**src/rpa_pkg.sv**
```systemverilog
// Shared types and constants for the reference-counted page allocator.
// Holds op and status codes, the sequencer state encoding and the update control struct.
// No dependencies.
package rpa_pkg;

  // Fixed field widths
  localparam int unsigned AddrW     = 22;
  localparam int unsigned OpW       = 2;
  localparam int unsigned StatusW   = 3;
  localparam int unsigned RefOutW   = 8;
  localparam int unsigned RegW      = 11;
  localparam int unsigned WideW     = 32;

  // Reset value of the first usable page register
  localparam logic [RegW-1:0] FirstUsableReset = 11'd64;

  // Request kinds; the remaining code is answered as a bad address
  typedef enum logic [OpW-1:0] {
    OP_ALLOC = 2'd0,
    OP_FREE  = 2'd1,
    OP_REF   = 2'd2
  } op_e;

  // Result status codes
  typedef enum logic [StatusW-1:0] {
    ST_OK      = 3'd0,
    ST_NOMEM   = 3'd1,
    ST_BADADDR = 3'd2,
    ST_UNDER   = 3'd3,
    ST_SAT     = 3'd4
  } status_e;

  // Sequencer states, one-hot
  typedef enum logic [2:0] {
    S_CLEAR = 3'b001,
    S_IDLE  = 3'b010,
    S_EXEC  = 3'b100
  } state_e;

  // Side effects decided for one transaction
  typedef struct packed {
    logic cnt_we;      // write the page count memory
    logic push;        // push page onto the freed stack
    logic pop;         // pop the freed stack
    logic take_fresh;  // take the next never-used page
  } upd_ctrl_t;

endpackage

```
**src/rpa_update.sv**
```systemverilog
// Request decode and count update for the page allocator.
// Works on the count and stack words read from memory; purely combinational.
// Depends on rpa_pkg.
module rpa_update #(
  parameter int unsigned NUM_PAGES  = 1024,
  parameter int unsigned PAGE_BYTES = 4096,
  parameter int unsigned MAX_REFS   = 255
) (
  input  rpa_pkg::op_e                            op_i,
  input  logic [rpa_pkg::AddrW-1:0]               addr_i,
  input  logic [rpa_pkg::RegW-1:0]                first_usable_i,
  input  logic [$clog2(MAX_REFS+1)-1:0]           count_rd_i,
  input  logic [$clog2(NUM_PAGES)-1:0]            stack_rd_i,
  input  logic [$clog2(NUM_PAGES):0]              depth_i,
  input  logic [$clog2(NUM_PAGES):0]              fresh_i,
  output rpa_pkg::upd_ctrl_t                      ctrl_o,
  output logic [$clog2(NUM_PAGES)-1:0]            page_o,
  output logic [$clog2(MAX_REFS+1)-1:0]           count_wr_o,
  output rpa_pkg::status_e                        status_o,
  output logic [rpa_pkg::AddrW-1:0]               page_addr_o,
  output logic [rpa_pkg::RefOutW-1:0]             ref_count_o
);
  import rpa_pkg::*;

  localparam int unsigned IdxW      = $clog2(NUM_PAGES);
  localparam int unsigned CntW      = $clog2(MAX_REFS + 1);
  localparam int unsigned PageShift = $clog2(PAGE_BYTES);

  logic [WideW-1:0] pfn_w;
  logic [WideW-1:0] first_w;
  logic [WideW-1:0] fresh_w;
  logic             misaligned;
  logic             in_range;
  logic             depth_full;
  logic [IdxW:0]    fresh_dec;
  logic [CntW-1:0]  count_show;
  logic             show_page;
  logic [WideW-1:0] page_w;
  logic [WideW-1:0] count_w;

  // Address checks
  assign pfn_w      = WideW'(addr_i[AddrW-1:PageShift]);
  assign first_w    = WideW'(first_usable_i);
  assign fresh_w    = WideW'(fresh_i);
  assign misaligned = |addr_i[PageShift-1:0];
  assign in_range   = !misaligned && (pfn_w >= first_w) && (pfn_w < WideW'(NUM_PAGES));
  assign depth_full = (depth_i == (IdxW+1)'(NUM_PAGES));
  assign fresh_dec  = fresh_i - 1'b1;

  // Decide the side effects and the answer
  always_comb begin
    ctrl_o     = '0;
    page_o     = pfn_w[IdxW-1:0];
    count_wr_o = count_rd_i;
    status_o   = ST_BADADDR;
    show_page  = 1'b0;
    count_show = '0;
    unique case (op_i)
      OP_ALLOC: begin
        if (|depth_i) begin
          ctrl_o.pop    = 1'b1;
          ctrl_o.cnt_we = 1'b1;
          page_o        = stack_rd_i;
          count_wr_o    = CntW'(1);
          count_show    = CntW'(1);
          show_page     = 1'b1;
          status_o      = ST_OK;
        end else if ((fresh_w > first_w) && (|fresh_i)) begin
          ctrl_o.take_fresh = 1'b1;
          ctrl_o.cnt_we     = 1'b1;
          page_o            = fresh_dec[IdxW-1:0];
          count_wr_o        = CntW'(1);
          count_show        = CntW'(1);
          show_page         = 1'b1;
          status_o          = ST_OK;
        end else begin
          status_o = ST_NOMEM;
        end
      end
      OP_FREE: begin
        if (in_range) begin
          show_page = 1'b1;
          if (count_rd_i == '0) begin
            status_o = ST_UNDER;
          end else begin
            ctrl_o.cnt_we = 1'b1;
            count_wr_o    = count_rd_i - 1'b1;
            count_show    = count_rd_i - 1'b1;
            // last reference gone: page goes back on the stack if there is room
            ctrl_o.push   = (count_rd_i == CntW'(1)) && !depth_full;
            status_o      = ST_OK;
          end
        end
      end
      OP_REF: begin
        if (in_range) begin
          show_page = 1'b1;
          if (count_rd_i >= CntW'(MAX_REFS)) begin
            status_o   = ST_SAT;
            count_show = count_rd_i;
          end else begin
            ctrl_o.cnt_we = 1'b1;
            count_wr_o    = count_rd_i + 1'b1;
            count_show    = count_rd_i + 1'b1;
            status_o      = ST_OK;
          end
        end
      end
      default: begin
        status_o = ST_BADADDR;
      end
    endcase
  end

  // Result fields
  assign page_w      = show_page ? (WideW'(page_o) << PageShift) : '0;
  assign count_w     = WideW'(count_show);
  assign page_addr_o = page_w[AddrW-1:0];
  assign ref_count_o = count_w[RefOutW-1:0];

endmodule

```
**config.mk**
```make
export PLATFORM = sky130hd
export DESIGN_NAME = rpa_update
export DESIGN_NICKNAME = d
export VERILOG_FILES = /design/src/rpa_pkg.sv /design/src/rpa_update.sv
export SDC_FILE = /design/constraint.sdc
export NUM_CORES = 1
export LEC_CHECK = 0
export BUFFER_PORTS_ARGS = -buffer_cell sky130_fd_sc_hd__buf_2
export CAP_MARGIN = 10
export CORE_MARGIN = 1
export CORE_UTILIZATION = 35
export DETAILED_ROUTE_END_ITERATION = 7
export PLACE_DENSITY = 0.69
export SLEW_MARGIN = 20
export SYNTH_ARGS = -nofsm -noshare
export SYNTH_HDL_FRONTEND = slang
export SYNTH_SLANG_ARGS = --single-unit
```
**constraint.sdc**
```tcl
create_clock -name vclk -period 3.5
set_clock_uncertainty 0.2 [all_clocks]
set_input_delay 0.35 -clock vclk [all_inputs]
set_output_delay 0.35 -clock vclk [all_outputs]
set_load 0.02 [all_outputs]
```
=== After elaboration in Yosys (flattened, before gate mapping) ===
Cells that the tools add are included.

* Add/subtract/negate cells: 3
* Multiply operators: 0
* Div/mod/pow operators: 0
* Magnitude comparators: 4
* Eq/ne operators: 4
* Shift-type cells: 0
* Mux-type cells: 37
* Bitwise gates (word level): 0
* Reduce and logical (&&, ||, !) cells: 12

{| class="wikitable"
|+ Operators with widths
! kind !! count
|-
| $mux 8 || 9
|-
| $pmux 8 s3 || 2
|-
| $mux 10 || 3
|-
| $mux 22 || 1
|-
| $reduce_or 11->1 || 2
|-
| $mux 3 || 4
|-
| $reduce_or 12->1 || 1
|-
| $eq 11x11->1 const B || 1
|-
| $ge 10x11->1 || 1
|-
| $gt 11x11->1 || 1
|-
| $lt 10x11->1 const B || 1
|-
| $mux 1 || 11
|-
| $sub 10x1->10 const B || 1
|-
| $pmux 3 s3 || 1
|-
| $add 8x1->8 const B || 1
|-
| $eq 8x1->1 const B || 1
|-
| $ge 8x8->1 const B || 1
|-
| $logic_not 8->1 || 1
|-
| $mux 2 || 4
|-
| $sub 8x1->8 const B || 1
|-
| $logic_and 1x1->1 || 4
|-
| $pmux 1 s3 || 1
|-
| $eq 2x1->1 const B || 1
|-
| $eq 2x2->1 const B || 1
|-
| 4 further kinds || 5
|}

* Register bits after elaboration: 0
* Latch bits: 0
* Memory bits (writable): 0
* Bits in read-only memories: 0
* Input port bits: 75
* Output and inout port bits: 55
* Logic and storage cells: 60
* Memories kept: 0

=== Logic depth before layout (Yosys ltp) ===
* Depth after elaboration: 7
* Gate-level depth with buffers: 9
* Depth with buffers taken out: 9

=== Worst setup path after synthesis ===
Ideal clock, no wire load.

* Path type: input -> output
* Start: in first_usable_i[6] (netlist bit)
* End: out page_addr_o[21] (netlist bit)
* Arrival time: 2,305 ps
* Required time: 2,950 ps
* Setup slack: 645 ps
* Cell stages on the path: 9
* Buffers on the path: 1
* Cells stage by stage: inv_1 > ha_1 > a21oi_1 > o21ai_0 > a2111o_1 > a21oi_2 > buf_2 > nand3_1 > a21oi_1

* Cells in the longest elaborated chain, start to end: 6
* Elaborated cells on any way between the ends: 13
* Those cells by class: order compare (2); mux (8); reduce/logical (3)

{| class="wikitable"
|+ Ends and longest elaborated chain
! element !! line !! source
|-
| from (decl) || rpa_update.sv:11 || <nowiki>input logic [rpa_pkg::RegW-1:0] first_usable_i,</nowiki>
|-
| $gt 11x11->1 / $ge 10x11->1 (equally long branches) || rpa_update.sv:68, rpa_update.sv:46 ||
|-
| $logic_and 1x1->1 (on tied branches) || rpa_update.sv:68, rpa_update.sv:46 ||
|-
| $mux 1, or another cell as far along || rpa_update.sv:68 || <nowiki>end else if ((fresh_w > first_w) && (|fresh_i)) begin</nowiki>
|-
| $mux 1, or another cell as far along || rpa_update.sv:60 || <nowiki>if (|depth_i) begin</nowiki>
|-
| $pmux 1 s2 / $mux 10 (equally long branches) || rpa_update.sv:58 || <nowiki>unique case (op_i)</nowiki>
|-
| $mux 22 (*) || rpa_update.sv:116 || <nowiki>assign page_w = show_page ? (WideW'(page_o) << PageShift) : '0;</nowiki>
|-
| to (decl) || rpa_update.sv:20 || <nowiki>output logic [rpa_pkg::AddrW-1:0] page_addr_o,</nowiki>
|}

Every way passes the cells marked *; elsewhere a longest branch is shown, timed or not.

=== Worst setup path in the final report ===
* Start: in count_rd_i[0]
* End: out count_wr_o[0]

* Cells in the longest elaborated chain, start to end: 4
* Elaborated cells on any way between the ends: 11
* Those cells by class: add/sub (2); order compare (1); mux (7); reduce/logical (1)

{| class="wikitable"
|+ Ends and longest elaborated chain
! element !! line !! source
|-
| from (decl) || rpa_update.sv:12 || <nowiki>input logic [$clog2(MAX_REFS+1)-1:0] count_rd_i,</nowiki>
|-
| $add 8x1->8, or another cell as far along || rpa_update.sv:103 || <nowiki>count_wr_o = count_rd_i + 1'b1;</nowiki>
|-
| $mux 8 (on tied branches) || rpa_update.sv:98, rpa_update.sv:83 ||
|-
| $mux 8 (on tied branches) || rpa_update.sv:96, rpa_update.sv:81 ||
|-
| $pmux 8 s3 (*) || rpa_update.sv:58 ||
|-
| to (decl) || rpa_update.sv:18 || <nowiki>output logic [$clog2(MAX_REFS+1)-1:0] count_wr_o,</nowiki>
|}

Marked as above.

==> results.cfg <==
[power_and_ir_drop]
finalPower_mw = 0.314
power_density_nw_per_um2 = 111
p_leak_nw = 1.47
ir_drop_v = 0.0000522

[layout]
drive_above_1_share_pct = 32.5
n_antenna_cell = 0
clkbuf_count = 0
fin_area_sq_um = 2840
fillerInstances = 663
n_sequential_cell = 0
fin_util_pct = 47.2
area_delta_synth_final_pct = 27.8
nets = 559
seq_area_sq_um = 0

[die]
fp.dieH_um = 81.7
io_pins = 130
initial_core_util_pct = 36.9
die-area_sq_um = 6670
rows = 28
die_w_um = 81.7
coreArea_sq_um = 6030

[setup_path]
path_class = input port to output pin
path_max_fanout = 10
crit_start = count_rd_i[0]
required_ns = 2.95
crit_arrival_ns = 2.68
critPathCaptureType = output pin
cp-start-kind = input port

[placed_design]
place.gp.congestion = 0.966
hpwl_um = 6310
port_buffers = 118
placed_area_sq_um = 2840

[sta]
tns_ns = 0
hold_viol = 0
fmax_mhz = 310
setup_violations = 0
fin_crit_ns = 3.23
slew_viol_final = 0
fin_hold_ws_ns = 0.856
tightest_slew_ns = 0.525
finalCritPeriodShare_pct = 92.2
slew_headroom_pct = 64.9
rsz0062_at_grt = false

[run]
max_cap_violations = 0

[synth]
synth_cell_type_count = 64
seq_area_frac_synth_pct = 0
avgSynthCellArea_sq_um = 6.52
synth_warnings = 0
syn_inst = 341
synth.cell_area_sq_um = 2220

[drt]
first_pass_iters = 4
drc_errors = 0
wl_per_cell_um = 14.4
viasPerCell = 5.58
ant_nets = 0
route.vias.total = 2942
first_iter_violations = 192
finalWirelength_um = 7570

[min_path]
min-delay-path-class = input port to output pin
min_from = addr_i[17]
whs_path_depth = 4
hold_end = page_o[5]

[grt]
antenna_found_initial = 0
grt_max_degree = 16
grt_use_total_pct = 22.3
grt_pass1_vias = 2601
grt_pass1_wl_um = 11900
gr-total-overflow = 0

[cts]
ctsHoldBuffers = 0
cts_resized = 0
cts_setup_buffers = 0

[outcome]
outcome = complete, no violations
## stage by stage
step | std cells | setup WS, ns
after floorplan | 352 | 0.645
after global placement | 527 | 0.394
after detailed placement | 527 | 0.347
after CTS | 527 | 0.340
after global routing | 527 | 0.0286
final | 527 | 0.273
## routing by layer
layer | part of all wire [%] | GRT usage, %
met5 | 0 | 0
met4 | 0.89 | 1.58
met3 | 7.9 | 0.333
met2 | 46 | 39.3
met1 | 45 | 31.4
## layout by cell type, fill, tap and decap left out, types with 2 or more instances in the layout
| master | Yosys | final |
|---|---|---|
| buf_2 | 5 | 118 |
| buf_4 | 12 | 9 |
| a211oi_1 | 3 | 3 |
| nor4_1 | 5 | 5 |
| nor2b_1 | 4 | 4 |
| a21oi_1 | 27 | 27 |
| o22a_1 | 3 | 3 |
| a2bb2oi_1 | 2 | 2 |
| nor2_1 | 27 | 27 |
| o31ai_1 | 5 | 5 |
| and4_1 | 4 | 4 |
| a21o_1 | 7 | 7 |
| nand4_1 | 7 | 7 |
| or4_1 | 2 | 2 |
| and3_1 | 7 | 7 |
| nor3_1 | 11 | 11 |
| ha_1 | 30 | 30 |
| a221oi_1 | 3 | 3 |
| nor4_2 | 5 | 5 |
| xnor2_1 | 3 | 3 |
| and4b_1 | 2 | 2 |
| nand3b_1 | 2 | 2 |
| nor3b_1 | 2 | 2 |
| nand3_1 | 15 | 15 |
| inv_1 | 24 | 24 |
| xor2_1 | 5 | 5 |
| a22oi_1 | 2 | 2 |
| or2_2 | 2 | 2 |
| mux2i_1 | 4 | 4 |
| a31oi_1 | 6 | 6 |
| inv_2 | 2 | 2 |
| o21ai_1 | 8 | 8 |
| nand2_1 | 41 | 41 |
| conb_1 | 1 | 12 |
| o21ai_0 | 16 | 16 |
## final cells by class
cell class         instances  area, sq um  share of cell area (%)
multi-input cells        299         1990                    70.1
well taps                 75         93.8                    3.30
repair buffers           127          658                    23.2
inverters                 26         97.6                    3.43
## cells in the mapped netlist, drive strengths merged (2+ instances only)
cell	count	area (sq um)
nand4	7	43.8
a21oi	28	144
mux2i	4	40.0
xor2	5	43.8
o31ai	5	37.5
nand3	16	92.6
a22oi	2	15.0
nor3b	2	15.0
clkbuf	7	26.3
o21ai	24	120
ha	30	375
a221oi	3	26.3
buf	20	149
inv	26	97.6
a211oi	4	35.0
and4b	2	20.0
nor3	11	55.1
or2	2	12.5
or4	2	15.0
nand2	42	160
and4	4	35.0
nor4	10	93.8
nor2b	4	25.0
a2111oi	2	18.8
and3	7	43.8
o22a	3	26.3
xnor2	3	26.3
a21o	8	61.3
nor2	27	101
a2bb2oi	2	17.5
o32a	2	21.3
a31oi	7	50.1
nand3b	2	15.0
## cell families (layout without fill, tap and decap cells)
| group | after synthesis | after routing | synth area share [%] |
|---|---|---|---|
| compound gates | 101 | 101 | 30.3 |
| xor+xnor | 8 | 8 | 3.15 |
| fa+ha+maj | 30 | 30 | 16.9 |
| buf+inv | 53 | 153 | 12.3 |
| mux | 5 | 5 | 2.81 |
| other cells | 1 | 12 | 0.169 |
| simple gates | 143 | 143 | 34.4 |
## critical path, cell delays in order
cell and delay (ns):
buf_2 0.16, inv_1 0.15, ha_1 0.23, nor3b_1 0.43, nand2_2 0.19, ha_1 0.31
o21ai_0 0.09, a2111oi_0 0.37, o21ai_0 0.20, buf_2 0.19
## report_power, final
group	switching (mW)	leakage [nW]	total, mW	internal [mW]
Sequential	0	0	0	0
Combinational	0.195	1.47	0.314	0.120
Clock	0	0	0	0
Total	0.195	1.47	0.314	0.120
## worst max-delay path by stage
stage | end | slack [ns] | cells past startpoint
after floorplan | page_addr_o[21] | 0.65 | 9
after global placement | page_addr_o[12] | 0.39 | 9
after detailed placement | count_wr_o[0] | 0.35 | 10
after CTS | count_wr_o[0] | 0.34 | 10
after global routing | page_addr_o[12] | 0.03 | 9
final | count_wr_o[0] | 0.27 | 10
Power figures use the tool's default switching activity.
